==> src/sv/csle_pkg.sv <==
`default_nettype none

package csle_pkg;

  typedef enum logic [2:0] {
    CMD_TICK       = 3'd0,
    CMD_RESTART    = 3'd1,
    CMD_OVR_DUR    = 3'd2,
    CMD_OVR_ENERGY = 3'd3,
    CMD_OVR_SOC    = 3'd4
  } cmd_t;

  typedef enum logic [1:0] {
    CFG_DURATION  = 2'd0,
    CFG_ENERGY    = 2'd1,
    CFG_SOC       = 2'd2,
    CFG_SOC_METER = 2'd3
  } cfg_idx_t;

  localparam logic [14:0] FULL_CURRENT_MA   = 15'd32000;
  localparam logic [3:0]  MAX_DURATION_CODE = 4'd10;
  localparam logic [6:0]  MAX_SOC_PCT       = 7'd100;
  localparam logic [31:0] TIME_HALF         = 32'h7FFF_FFFF;
  localparam logic [31:0] SAT_MAX           = 32'hFFFF_FFFF;

  // duration codes in minutes
  localparam logic [9:0] DUR_MIN [11] = '{
    10'd0, 10'd15, 10'd30, 10'd45, 10'd60, 10'd120,
    10'd180, 10'd240, 10'd360, 10'd480, 10'd720
  };

  typedef struct packed {
    logic [3:0]  dur_code;
    logic [31:0] energy_lim;
    logic [6:0]  soc_pct;
    logic        soc_meter;
  } cfg_t;

  typedef struct packed {
    logic [2:0]  cmd;
    logic        charging;
    logic [31:0] uptime_ms;
    logic [31:0] session_start_ms;
    logic        meter_start_valid;
    logic [31:0] meter_start_wh;
    logic        energy_now_valid;
    logic [31:0] energy_now_wh;
    logic        soc_valid;
    logic [9:0]  soc_tenths;
    logic [31:0] override_value;
  } in_t;

  typedef struct packed {
    logic [14:0] current_limit_ma;
    logic        limit_hit_event;
    logic [31:0] deadline_ms;
    logic [31:0] start_time_ms;
    logic        start_energy_known;
    logic [31:0] start_energy_wh;
    logic        target_energy_known;
    logic [31:0] target_energy_wh;
    logic [6:0]  shown_soc_target;
    logic [3:0]  active_duration;
    logic [31:0] active_energy;
    logic [6:0]  active_soc;
  } out_t;

endpackage

`default_nettype wire

==> src/sv/csle_cfg.sv <==
`default_nettype none

module csle_cfg (
  input  wire logic              clk,
  input  wire logic              rst_n,
  input  wire logic              wr_en,
  input  wire logic [1:0]        index,
  input  wire logic [31:0]       wdata,
  output csle_pkg::cfg_t         cfg
);

  csle_pkg::cfg_t cfg_r;

  always_ff @(posedge clk) begin
    if (!rst_n) begin
      cfg_r <= '0;
    end else if (wr_en) begin
      unique case (index)
        csle_pkg::CFG_DURATION: begin
          cfg_r.dur_code <= (wdata[3:0] > csle_pkg::MAX_DURATION_CODE) ?
                            csle_pkg::MAX_DURATION_CODE : wdata[3:0];
        end
        csle_pkg::CFG_ENERGY: begin
          cfg_r.energy_lim <= wdata;
        end
        csle_pkg::CFG_SOC: begin
          cfg_r.soc_pct <= (wdata[6:0] > csle_pkg::MAX_SOC_PCT) ?
                           csle_pkg::MAX_SOC_PCT : wdata[6:0];
        end
        csle_pkg::CFG_SOC_METER: begin
          cfg_r.soc_meter <= wdata[0];
        end
        default: begin
          cfg_r <= cfg_r;
        end
      endcase
    end
  end

  assign cfg = cfg_r;

endmodule

`default_nettype wire

==> src/sv/csle_core.sv <==
`default_nettype none

module csle_core #(
  parameter int MINUTE_SECONDS = 60
) (
  input  wire logic              clk,
  input  wire logic              rst_n,
  input  wire logic              en,
  input  wire csle_pkg::in_t     req,
  input  wire csle_pkg::cfg_t    cfg,
  output csle_pkg::out_t         res
);

  localparam logic [31:0] MS_PER_MIN = 32'(MINUTE_SECONDS * 1000);

  logic        in_session_r, in_session_nxt;
  logic        tripped_r, tripped_nxt;
  logic        stop_r, stop_nxt;
  logic [3:0]  act_dur_r, act_dur_nxt;
  logic [31:0] act_energy_r, act_energy_nxt;
  logic [6:0]  act_soc_r, act_soc_nxt;
  logic [31:0] start_time_r, start_time_nxt;
  logic [31:0] deadline_r, deadline_nxt;
  logic        start_e_ok_r, start_e_ok_nxt;
  logic [31:0] start_e_r, start_e_nxt;
  logic        tgt_ok_r, tgt_ok_nxt;
  logic [31:0] tgt_r, tgt_nxt;
  logic [6:0]  soc_shown_r, soc_shown_nxt;

  logic        event_hit;
  logic        first_tick;
  logic [3:0]  arg_code;
  logic [6:0]  arg_pct;
  logic [31:0] tick_start;
  logic        tick_e_ok;
  logic [31:0] tick_e;
  logic [3:0]  dur_code;
  logic [9:0]  dur_min;
  logic [31:0] dur_ms;
  logic [31:0] dl_base;
  logic [31:0] dl_sum;
  logic [31:0] sat_a, sat_b;
  logic [32:0] sat_raw;
  logic [31:0] sat_sum;
  logic [10:0] soc_goal;

  assign first_tick = req.charging && !in_session_r;
  assign arg_code = (req.override_value > 32'(csle_pkg::MAX_DURATION_CODE)) ?
                    csle_pkg::MAX_DURATION_CODE : req.override_value[3:0];
  assign arg_pct  = (req.override_value > 32'(csle_pkg::MAX_SOC_PCT)) ?
                    csle_pkg::MAX_SOC_PCT : req.override_value[6:0];
  assign tick_start = in_session_r ? start_time_r : req.session_start_ms;
  assign tick_e_ok  = start_e_ok_r || (first_tick && req.meter_start_valid);
  assign tick_e     = (first_tick && req.meter_start_valid) ? req.meter_start_wh : start_e_r;
  assign soc_goal   = 11'(act_soc_r) * 11'd10;

  // shared duration lookup and deadline adder
  always_comb begin
    dur_code = act_dur_r;
    dl_base  = '0;
    unique case (req.cmd)
      csle_pkg::CMD_TICK: begin
        dur_code = req.charging ? act_dur_r : cfg.dur_code;
        dl_base  = req.charging ? tick_start : '0;
      end
      csle_pkg::CMD_RESTART: begin
        dl_base = req.uptime_ms;
      end
      csle_pkg::CMD_OVR_DUR: begin
        dur_code = arg_code;
        dl_base  = start_time_r;
      end
      default: begin
        dur_code = act_dur_r;
      end
    endcase
  end

  assign dur_min = (dur_code > csle_pkg::MAX_DURATION_CODE) ? '0 : csle_pkg::DUR_MIN[dur_code];
  assign dur_ms  = 32'(32'(dur_min) * MS_PER_MIN);
  assign dl_sum  = dl_base + dur_ms;

  // shared saturating energy adder
  always_comb begin
    sat_a = tick_e;
    sat_b = act_energy_r;
    unique case (req.cmd)
      csle_pkg::CMD_RESTART: begin
        sat_a = req.energy_now_wh;
      end
      csle_pkg::CMD_OVR_ENERGY: begin
        sat_a = start_e_r;
        sat_b = req.override_value;
      end
      default: begin
        sat_a = tick_e;
      end
    endcase
  end

  assign sat_raw = {1'b0, sat_a} + {1'b0, sat_b};
  assign sat_sum = sat_raw[32] ? csle_pkg::SAT_MAX : sat_raw[31:0];

  always_comb begin
    in_session_nxt = in_session_r;
    tripped_nxt    = tripped_r;
    stop_nxt       = stop_r;
    act_dur_nxt    = act_dur_r;
    act_energy_nxt = act_energy_r;
    act_soc_nxt    = act_soc_r;
    start_time_nxt = start_time_r;
    deadline_nxt   = deadline_r;
    start_e_ok_nxt = start_e_ok_r;
    start_e_nxt    = start_e_r;
    tgt_ok_nxt     = tgt_ok_r;
    tgt_nxt        = tgt_r;
    soc_shown_nxt  = soc_shown_r;
    event_hit      = 1'b0;
    unique case (req.cmd)
      csle_pkg::CMD_TICK: begin
        stop_nxt = 1'b0;
        if (!req.charging) begin
          if (in_session_r) begin
            act_dur_nxt    = cfg.dur_code;
            act_energy_nxt = cfg.energy_lim;
            act_soc_nxt    = cfg.soc_pct;
            start_time_nxt = '0;
            start_e_ok_nxt = 1'b0;
            deadline_nxt   = dl_sum;
            tgt_ok_nxt     = 1'b0;
            soc_shown_nxt  = '0;
          end
        end else begin
          start_time_nxt = tick_start;
          start_e_ok_nxt = tick_e_ok;
          start_e_nxt    = tick_e;
          if (act_dur_r != '0) begin
            if (first_tick) begin
              deadline_nxt = dl_sum;
            end
            if (32'(req.uptime_ms - deadline_nxt) < csle_pkg::TIME_HALF) begin
              stop_nxt = 1'b1;
            end
          end
          if (act_energy_r != '0 && req.energy_now_valid) begin
            if (first_tick && tick_e_ok) begin
              tgt_nxt    = sat_sum;
              tgt_ok_nxt = 1'b1;
            end
            if (tgt_ok_nxt && tgt_nxt <= req.energy_now_wh) begin
              stop_nxt = 1'b1;
            end
          end
          if (act_soc_r != '0 && cfg.soc_meter) begin
            if (first_tick) begin
              soc_shown_nxt = act_soc_r;
            end
            if (req.soc_valid && 11'(req.soc_tenths) >= soc_goal) begin
              stop_nxt = 1'b1;
            end
          end
        end
        if (stop_nxt && !tripped_r) begin
          event_hit   = 1'b1;
          tripped_nxt = 1'b1;
        end else if (!req.charging) begin
          tripped_nxt = 1'b0;
        end
        in_session_nxt = req.charging;
      end
      csle_pkg::CMD_RESTART: begin
        if (req.charging) begin
          tripped_nxt    = 1'b0;
          start_time_nxt = req.uptime_ms;
          deadline_nxt   = dl_sum;
          if (req.energy_now_valid) begin
            start_e_nxt    = req.energy_now_wh;
            start_e_ok_nxt = 1'b1;
            tgt_nxt        = sat_sum;
            tgt_ok_nxt     = 1'b1;
          end
          soc_shown_nxt = act_soc_r;
        end
      end
      csle_pkg::CMD_OVR_DUR: begin
        tripped_nxt  = 1'b0;
        act_dur_nxt  = arg_code;
        deadline_nxt = (arg_code == '0) ? '0 : dl_sum;
      end
      csle_pkg::CMD_OVR_ENERGY: begin
        tripped_nxt    = 1'b0;
        act_energy_nxt = req.override_value;
        if (req.override_value == '0 || !start_e_ok_r) begin
          tgt_ok_nxt = 1'b0;
        end else begin
          tgt_nxt    = sat_sum;
          tgt_ok_nxt = 1'b1;
        end
      end
      csle_pkg::CMD_OVR_SOC: begin
        tripped_nxt   = 1'b0;
        act_soc_nxt   = arg_pct;
        soc_shown_nxt = arg_pct;
      end
      default: begin
        stop_nxt = stop_r;
      end
    endcase
  end

  always_ff @(posedge clk) begin
    if (!rst_n) begin
      in_session_r <= 1'b0;
      tripped_r    <= 1'b0;
      stop_r       <= 1'b0;
      act_dur_r    <= '0;
      act_energy_r <= '0;
      act_soc_r    <= '0;
      start_time_r <= '0;
      deadline_r   <= '0;
      start_e_ok_r <= 1'b0;
      start_e_r    <= '0;
      tgt_ok_r     <= 1'b0;
      tgt_r        <= '0;
      soc_shown_r  <= '0;
    end else if (en) begin
      in_session_r <= in_session_nxt;
      tripped_r    <= tripped_nxt;
      stop_r       <= stop_nxt;
      act_dur_r    <= act_dur_nxt;
      act_energy_r <= act_energy_nxt;
      act_soc_r    <= act_soc_nxt;
      start_time_r <= start_time_nxt;
      deadline_r   <= deadline_nxt;
      start_e_ok_r <= start_e_ok_nxt;
      start_e_r    <= start_e_nxt;
      tgt_ok_r     <= tgt_ok_nxt;
      tgt_r        <= tgt_nxt;
      soc_shown_r  <= soc_shown_nxt;
    end
  end

  always_comb begin
    res.current_limit_ma    = stop_nxt ? '0 : csle_pkg::FULL_CURRENT_MA;
    res.limit_hit_event     = event_hit;
    res.deadline_ms         = deadline_nxt;
    res.start_time_ms       = start_time_nxt;
    res.start_energy_known  = start_e_ok_nxt;
    res.start_energy_wh     = start_e_ok_nxt ? start_e_nxt : '0;
    res.target_energy_known = tgt_ok_nxt;
    res.target_energy_wh    = tgt_ok_nxt ? tgt_nxt : '0;
    res.shown_soc_target    = soc_shown_nxt;
    res.active_duration     = act_dur_nxt;
    res.active_energy       = act_energy_nxt;
    res.active_soc          = act_soc_nxt;
  end

endmodule

`default_nettype wire

==> src/sv/charge_session_limit_enforcer.sv <==
// channel  direction  payload            handshake
// in_      input      csle_pkg::in_t     in_valid / in_stall
// out_     output     csle_pkg::out_t    out_valid / out_stall
// cfg_     input      index + 32b data   cfg_wr_en, no wait
//
// one request per cycle while no stall is raised; a request enters the input
// register, is evaluated against the session state and lands in the result
// register, which raises out_valid; out_stall can hold it in the input register
// reset is synchronous and active low, clears the state and the valid flags of both registers
// out_stall holds the result register; in_stall rises only when the input
// register is full and cannot move on
`default_nettype none

module charge_session_limit_enforcer #(
  parameter int MINUTE_SECONDS = 60
) (
  input  wire logic              clk,
  input  wire logic              rst_n,
  input  wire logic              in_valid,
  output logic                   in_stall,
  input  wire csle_pkg::in_t     in_data,
  output logic                   out_valid,
  input  wire logic              out_stall,
  output csle_pkg::out_t         out_data,
  input  wire logic              cfg_wr_en,
  input  wire logic [1:0]        cfg_index,
  input  wire logic [31:0]       cfg_wdata
);

  logic           req_valid_r;
  csle_pkg::in_t  req_r;
  logic           out_valid_r;
  csle_pkg::out_t out_data_r;
  logic           out_free;
  logic           advance;
  csle_pkg::cfg_t cfg;
  csle_pkg::out_t res;

  assign out_free = !out_valid_r || !out_stall;
  assign advance  = req_valid_r && out_free;
  assign in_stall = req_valid_r && !out_free;

  csle_cfg u_cfg (
    .clk   (clk),
    .rst_n (rst_n),
    .wr_en (cfg_wr_en),
    .index (cfg_index),
    .wdata (cfg_wdata),
    .cfg   (cfg)
  );

  csle_core #(
    .MINUTE_SECONDS(MINUTE_SECONDS)
  ) u_core (
    .clk   (clk),
    .rst_n (rst_n),
    .en    (advance),
    .req   (req_r),
    .cfg   (cfg),
    .res   (res)
  );

  always_ff @(posedge clk) begin
    if (!rst_n) begin
      req_valid_r <= 1'b0;
      out_valid_r <= 1'b0;
    end else begin
      if (!in_stall) begin
        req_valid_r <= in_valid;
      end
      if (out_free) begin
        out_valid_r <= advance;
      end
    end
  end

  always_ff @(posedge clk) begin
    if (in_valid && !in_stall) begin
      req_r <= in_data;
    end
    if (advance) begin
      out_data_r <= res;
    end
  end

  assign out_valid = out_valid_r;
  assign out_data  = out_data_r;

`ifndef SYNTHESIS
  a_event_stops: assert property (@(posedge clk) disable iff (!rst_n)
    out_valid_r && out_data_r.limit_hit_event |-> out_data_r.current_limit_ma == '0)
    else $error("limit event without zero current");

  a_limit_codes: assert property (@(posedge clk) disable iff (!rst_n)
    out_valid_r |-> (out_data_r.current_limit_ma == '0 ||
                     out_data_r.current_limit_ma == csle_pkg::FULL_CURRENT_MA))
    else $error("current limit outside the two issued values");

  a_stall_full: assert property (@(posedge clk) disable iff (!rst_n)
    in_stall |-> req_valid_r && out_valid_r)
    else $error("input stalled while pipeline has room");

  a_held_result: assert property (@(posedge clk) disable iff (!rst_n)
    out_valid_r && out_stall |=> out_valid_r && $stable(out_data_r))
    else $error("stalled result changed");
`endif

endmodule

`default_nettype wire
==> config.mk <==
export PLATFORM = sky130hd
export DESIGN_NAME = charge_session_limit_enforcer
export DESIGN_NICKNAME = d
export VERILOG_FILES = /design/src/sv/csle_pkg.sv /design/src/sv/csle_cfg.sv /design/src/sv/csle_core.sv /design/src/sv/charge_session_limit_enforcer.sv
export SDC_FILE = /design/constraint.sdc
export NUM_CORES = 2
export LEC_CHECK = 0
export ABC_AREA = 1
export BUFFER_PORTS_ARGS = -buffer_cell sky130_fd_sc_hd__buf_2
export CAP_MARGIN = 25
export CORE_MARGIN = 1.5
export CORE_UTILIZATION = 55
export DETAILED_ROUTE_END_ITERATION = 10
export GPL_ROUTABILITY_DRIVEN = 0
export GPL_TIMING_DRIVEN = 0
export PLACE_DENSITY_LB_ADDON = 0.05
export SYNTH_ARGS = -nofsm -noshare
export SYNTH_HDL_FRONTEND = slang
export SYNTH_SLANG_ARGS = --single-unit
export TNS_END_PERCENT = 100
==> constraint.sdc <==
create_clock -name clk -period 12.5 [get_ports clk]
set_input_delay 3.75 -clock clk [delete_from_list [all_inputs] [get_ports clk]]
set_output_delay 3.75 -clock clk [all_outputs]
set_load 0.02 [all_outputs]
[Word level (Yosys, flattened, before mapping)]
Memory sizes are Yosys's and may differ from the RTL's.
Cells that the tools add are included.
Storage, ports and cells
  output and inout port bits: 198
  memory bits (read-only): 160
  memories: 1
  register bits after elaboration: 602
  word-level logic and storage cells: 193
  input bits: 216
Memories
  (no name shown): depth 16, bits a word 10, rd ports 1, clocked after Yosys merged registers in 0, write ports 0, line csle_core.sv:79  | assign dur_min = (dur_code > csle_pkg::MAX_DURATION_CODE) ? '0 : csle_pkg::DUR_MIN[dur_code];
Cells by class
  equal/unequal tests: 9
  magnitude comparators: 9
  multiply operators: 2
  add/sub/neg operators: 3
  muxes and demuxes: 90
  bitwise logic cells: 1
  reductions and logical operators: 36
Operators with widths (count)
  2-to-1 mux 32 bit: 31
  one-hot mux 32 bit (3 select lines): 3
  one-hot mux 32 bit (2 select lines): 4
  2-to-1 mux 7 bit: 9
  adder 32 x 32 -> 33 bit: 1
  adder 32 x 26 -> 32 bit: 1
  > comparator 32 x 4 -> 1 bit (second input constant): 1
  > comparator 32 x 7 -> 1 bit (second input constant): 1
  <= comparator 32 bit: 1
  zero test 32 bit: 1
  < comparator 32 x 31 -> 1 bit (second input constant): 1
  nonzero test 32 bit: 1
  subtractor 32 bit: 1
  2-to-1 mux 10 bit: 3
  2-to-1 mux 1 bit: 27
  multiplier 10 x 11 -> 21 bit (second input constant): 1
  one-hot mux 7 bit (3 select lines): 1
  2-to-1 mux 4 bit: 5
  one-hot mux 4 bit (2 select lines): 2
  2-to-1 mux 15 bit: 1
  one-hot mux 7 bit (2 select lines): 1
  >= comparator 10 x 11 -> 1 bit: 1
  logical AND 1 bit: 11
  multiplier 7 x 3 -> 10 bit (second input constant): 1
  other kinds (24): 40

[Longest topological paths before layout]
  depth after elaboration: 27
  depth in mapped cells: 63
  depth with buffers taken out: 63

[Modules after synthesis]
A second synthesis with hierarchy kept.
Second synthesis, totals
  cell total of the unflattened synthesis: 4901
  area, all modules: 38176.6 µm²
Modules (own cells, without submodules)
  csle_core: sequential area each 3663.5 µm², instances 1, cells each 4302, area each 25145.4 µm²
  charge_session_limit_enforcer: sequential area each 11240.8 µm², instances 1, cells each 386, area each 11295.8 µm²
  csle_cfg: sequential area each 880.8 µm², instances 1, cells each 213, area each 1735.4 µm²

[Worst setup path after synthesis]
OpenSTA, ideal clock, no wires.
  path type: input port to flip-flop
  from: input out_stall
  to: register u_core.tgt_ok_r
  setup time: 0.367 ns
  arrival: 9.734 ns
  data required time: 12.133 ns
  slack: 2.399 ns
  stages: 6
  path buffers: 2
  cell sequence: nand2_1 > inv_1 > nor2_1 > clkbuf_1 > clkbuf_1 > a21oi_1
On the way
  longest elaborated chain between the ends: 3
Ends and longest elaborated chain
  from (decl): line charge_session_limit_enforcer.sv:23  | input wire logic out_stall,
  zero test 1 bit: line charge_session_limit_enforcer.sv:39  | assign out_free = !out_valid_r || !out_stall;
  logical OR 1 bit: line charge_session_limit_enforcer.sv:39
  logical AND 1 bit: line charge_session_limit_enforcer.sv:40  | assign advance = req_valid_r && out_free;
  net advance: line charge_session_limit_enforcer.sv:35  | logic advance;
  to (signal assigned): line csle_core.sv:237  | tgt_ok_r <= tgt_ok_nxt;
  to (decl): line csle_core.sv:26  | logic tgt_ok_r, tgt_ok_nxt;
The timed path passes the listed nets, and every way through them passes these cells.
A chain may end at the register's enable or synchronous reset.

[Final worst setup path]
  from: register req_r[174] in the netlist's numbering
  to: register out_data_r, in the netlist out_data[180] (data pin)
On the way
  longest elaborated chain between the ends: 25
  elaborated cells between the ends (all ways): 40
  classes of those cells: add/sub (3); mul (1); order compare (3); eq/ne (3); mux (25); bitwise (1); reduce/logical (3); memory (1)
Ends and longest elaborated chain
  from (decl): line charge_session_limit_enforcer.sv:31  | csle_pkg::in_t req_r;
  from (signal assigned): line charge_session_limit_enforcer.sv:79  | req_r <= in_data;
  equality test 3 x 2 -> 1 bit / zero test 3 bit (equally long branches): line csle_core.sv:61, csle_core.sv:119
  one-hot mux 4 bit (2 select lines): line csle_core.sv:61  | unique case (req.cmd)
  NOT 4 -> 5 bit (not written as such): line csle_core.sv:79
  memory read (16 x 10 bit)
  2-to-1 mux 10 bit (not written as such) (2 in a row): line csle_core.sv:79
  2-to-1 mux 10 bit: line csle_core.sv:79
  multiplier 10 x 11 -> 21 bit: line csle_core.sv:80  | assign dur_ms = 32'(32'(dur_min) * MS_PER_MIN);
  adder 32 x 26 -> 32 bit: line csle_core.sv:81  | assign dl_sum = dl_base + dur_ms;
  (+8 left out)
  2-to-1 mux 1 bit: line csle_core.sv:150  | if (tgt_ok_nxt && tgt_nxt <= req.energy_now_wh) begin
  2-to-1 mux 1 bit: line csle_core.sv:145  | if (act_energy_r != '0 && req.energy_now_valid) begin
  2-to-1 mux 1 bit: line csle_core.sv:158  | if (req.soc_valid && 11'(req.soc_tenths) >= soc_goal) begin
  2-to-1 mux 1 bit: line csle_core.sv:154  | if (act_soc_r != '0 && cfg.soc_meter) begin
  2-to-1 mux 1 bit: line csle_core.sv:122  | if (!req.charging) begin
  2-to-1 mux 1 bit: line csle_core.sv:119  | unique case (req.cmd)
  logical AND 1 bit: line csle_core.sv:163  | if (stop_nxt && !tripped_r) begin
  2-to-1 mux 1 bit: line csle_core.sv:163
  to (signal assigned): line charge_session_limit_enforcer.sv:82  | out_data_r <= res;
  to (decl): line charge_session_limit_enforcer.sv:33  | csle_pkg::out_t out_data_r;
Parallel ways exist; a longest one is shown, timed or not. The select of a mux whose other input is x is not followed.

==> impl_metrics.env <==
export IMPL_outcome="finished clean"
export IMPL_die_h_um=267
export IMPL_p_leak_nw=20.0
export IMPL_numClockSinks=588
export IMPL_yosys_area_top_type_share=0.281
export IMPL_grt_setup_unrepaired="false"
export IMPL_seq_total_area_yosys=0.401
export IMPL_routed_wirelength_um=144000
export IMPL_core_area_um2=68700
export IMPL_timing_critical_path_mode_cell="inv_1"
export IMPL_global_route_wire_length_before_repair_um=212000
export IMPL_finalCritPeriodShare=0.942
export IMPL_cell_area_after_technology_mapping_um2=38300
export IMPL_yosysUniqueCellTypes=59
export IMPL_cellPowerDensity_nw_per_um2=175
export IMPL_place_port_buffers=404
export IMPL_clock_path_buffers=3
export IMPL_max_clock_freq_mhz=84.9
export IMPL_slew_viol_final=0
export IMPL_finalNonFillerCells=6493
export IMPL_cts_root_buffer="clkbuf_16"
export IMPL_post_route_cells_drive_above_1_share=0.116
export IMPL_synth_area_leader_cell="edfxtp_1"
export IMPL_synth_cells=5013
export IMPL_multiInputGateArea_um2=19100
export IMPL_worst_ep_arrival_time_ns=12.18
export IMPL_place_detailed_instances=6362
export IMPL_total_power_mw=7.72
export IMPL_fillCellCount=6161
export IMPL_antenna_found_initial=11
export IMPL_grt_max_degree=95
export IMPL_grt_pass1_vias=35100
export IMPL_startpoint_kind_of_the_worst_setup_timing_path="register"
export IMPL_io_pin_count=414
export IMPL_initial_core_util=0.557
export IMPL_crit_path_max_incr_delay_ns=0.59
export IMPL_synth_enable_flop_cells=359
export IMPL_post_cts_setup_buffers=0
export IMPL_netlist_top_cells_area="edfxtp_1 28%, dfxtp_1 12%, nand2_1 9.4%"
export IMPL_clock_insertion_delay_worst_skew_ns=0.65
export IMPL_count_of_hold_fix_buffers_inserted_at_cts=0
export IMPL_max_cap_violations=0
export IMPL_timing_hold_worst_class="reg -> reg"
export IMPL_synth_ff_type="edfxtp_1"
export IMPL_synth_async_sr_flop_share=0
export IMPL_die_area_um2=71200
export IMPL_critical_path_class="reg -> reg"
export IMPL_tritoncts="built"
export IMPL_routed_via_count=38900
export IMPL_synthToLayoutAreaGrowth_pct=15.0
export IMPL_finalNetCount=5957
export IMPL_finalCriticalPeriod_ns=11.77
export IMPL_synth_ff_latch_count=588
export IMPL_global_route_usage_total=0.395
export IMPL_yosys_warnings=0
export IMPL_avgViaCountPerCell=6.00
export IMPL_timing_clock_skew_ns=0.0459
export IMPL_actual_transition_at_the_worst_max_transition_pin_ns=1.20
export IMPL_postSynthAreaPerCell_um2=7.64
export IMPL_dpl_hpwl_um=112000
export IMPL_drt_pass1_iterations=7
export IMPL_cp_data_required_time_ns=12.91
export IMPL_setup_viol=0
export IMPL_crit_path_max_fanout=9
export IMPL_floorplan_die_width_um=267
export IMPL_cts_clk_slew_worst_paths_ns=0.07
export IMPL_worst_ir_drop_on_vdd_mv=0.142
export IMPL_crit_path_top_delay_cell="edfxtp_1"
export IMPL_cts_repair_resized=0
export IMPL_core_rowCount=96
export IMPL_number_of_antenna_violating_nets_in_the_routed_design=0
export IMPL_ff_latch_area_um2=15400
export IMPL_critical_path_end_type="register"
export IMPL_global_route_overflow_total=0
export IMPL_final_hold_viol_count=0
export IMPL_1st_iter_drt_viols=5512
export IMPL_drt_drc_violations_left=0
export IMPL_cts_buffers_inserted=66
export IMPL_relSlewSlack=0.188
export IMPL_route_detailed_wl_per_inst_um=22.2
export IMPL_htree_num_levels=3
-- sequential cells by signal (all words and copies together) (netlist names), 4 cells and up --
name and cells:
u_core.act_energy_r 32, u_core.start_e_r 32, req_r 177, u_cfg.cfg 44
u_core.soc_shown_r 7, u_core.act_soc_r 7, u_core.deadline_r 32, out_data 182
u_core.tgt_r 32, u_core.act_dur_r 4, u_core.start_time_r 32
-- cells in the mapped netlist (12+ instances only) --
cell,count
a211oi_1,61
a21oi_1,483
a22oi_1,36
a31oi_1,17
buf_1,22
buf_2,30
buf_4,14
clkbuf_1,192
dfxtp_1,229
edfxtp_1,359
fa_1,32
ha_1,208
inv_1,701
inv_2,16
nand2_1,955
nand3_1,157
nand3b_1,28
nand4_1,40
nor2_1,450
nor3_1,29
nor4_1,22
o2111ai_1,16
o211ai_1,111
o21ai_0,510
o21ai_1,38
o21ai_2,12
o21bai_1,13
o221ai_1,60
o22ai_1,16
xnor2_1,32
xor2_1,35
-- where the power goes --
group          internal [mW]  switching [mW]
Combinational           1.01            2.31
Clock                   1.25           0.877
Sequential              2.21          0.0795
-- cell usage in the layout (no fill, tap or decap), types with 61 or more instances in the layout --
cell | netlist | final
clkbuf_1 | 192 | 198
nand3_1 | 157 | 157
clkbuf_16 | 0 | 67
ha_1 | 208 | 208
buf_2 | 30 | 435
nor2_1 | 450 | 450
o211ai_1 | 111 | 111
nand2_1 | 955 | 955
a21oi_1 | 483 | 483
inv_1 | 701 | 700
dfxtp_1 | 229 | 229
o21ai_0 | 510 | 510
edfxtp_1 | 359 | 359
a211oi_1 | 61 | 61
-- routing by layer --
layer  share of wire  vias up  global-route usage
met4           0.061       12               0.214
met1            0.39    17800               0.535
met2            0.41     2667               0.571
met5         0.00052        -                   0
met3            0.14      492               0.109
li1                -    18000                   -
-- final timing paths --
path	startpoint	slack (ns)	end	cells past startpoint
max reg2reg	req_r[174]	0.73	out_data[180]	55
min reg2reg	u_cfg.cfg[0]	0.46	u_cfg.cfg[0]	2
max	req_r[174]	0.73	out_data[180]	55
min	u_cfg.cfg[0]	0.46	u_cfg.cfg[0]	2
-- kinds of logic (layout without fill, tap and decap cells) --
family | Yosys count | after routing | share of synthesized area
xor gates and xnor gates | 68 | 68 | 0.0157
adders and majority gates | 240 | 240 | 0.0847
and+or+nand+nor | 1724 | 1724 | 0.187
other | 1 | 16 | 0.0000979
DFF | 588 | 588 | 0.401
AOI/OAI and AO/OA | 1407 | 1407 | 0.211
buffers and inverters | 985 | 1519 | 0.0999
-- per-stage QoR --
| stage | TNS [ns] | worst slack [ns] | cell area [µm²] | util | hold WS [ns] |
|---|---|---|---|---|---|
| after floorplan | 0 | 2.40 | 38300 | - | 0.424 |
| after global placement | -261.43 | -1.47 | 41500 | 0.604 | 0.439 |
| after detailed placement | 0 | 1.07 | 41600 | 0.606 | 0.445 |
| after CTS | 0 | 1.04 | 44000 | 0.641 | 0.455 |
| after global routing | 0 | 0.0492 | 44000 | 0.641 | 0.483 |
| final | 0 | 0.727 | 44100 | 0.641 | 0.456 |
-- layout make-up --
class,instances,share of cell area
clock buffer,76,0.0393
multi-input combinational,3448,0.435
inverter,722,0.0617
sequential,588,0.349
buffer,263,0.0254
tap,931,0.0264
timing repair buffer,412,0.0490
clock inverter,46,0.0144
antenna,7,0.000398
-- critical path: cells and delay by family, from the launching register on --
family          cells  cell delay [ns]
compound gates     13             2.32
buf+inv             9             0.77
simple gates       21             3.42
flops               1             0.59
xor+xnor            3             0.75
fa+ha+maj           9             3.68
No activity file was read; power rests on OpenSTA's default activity.
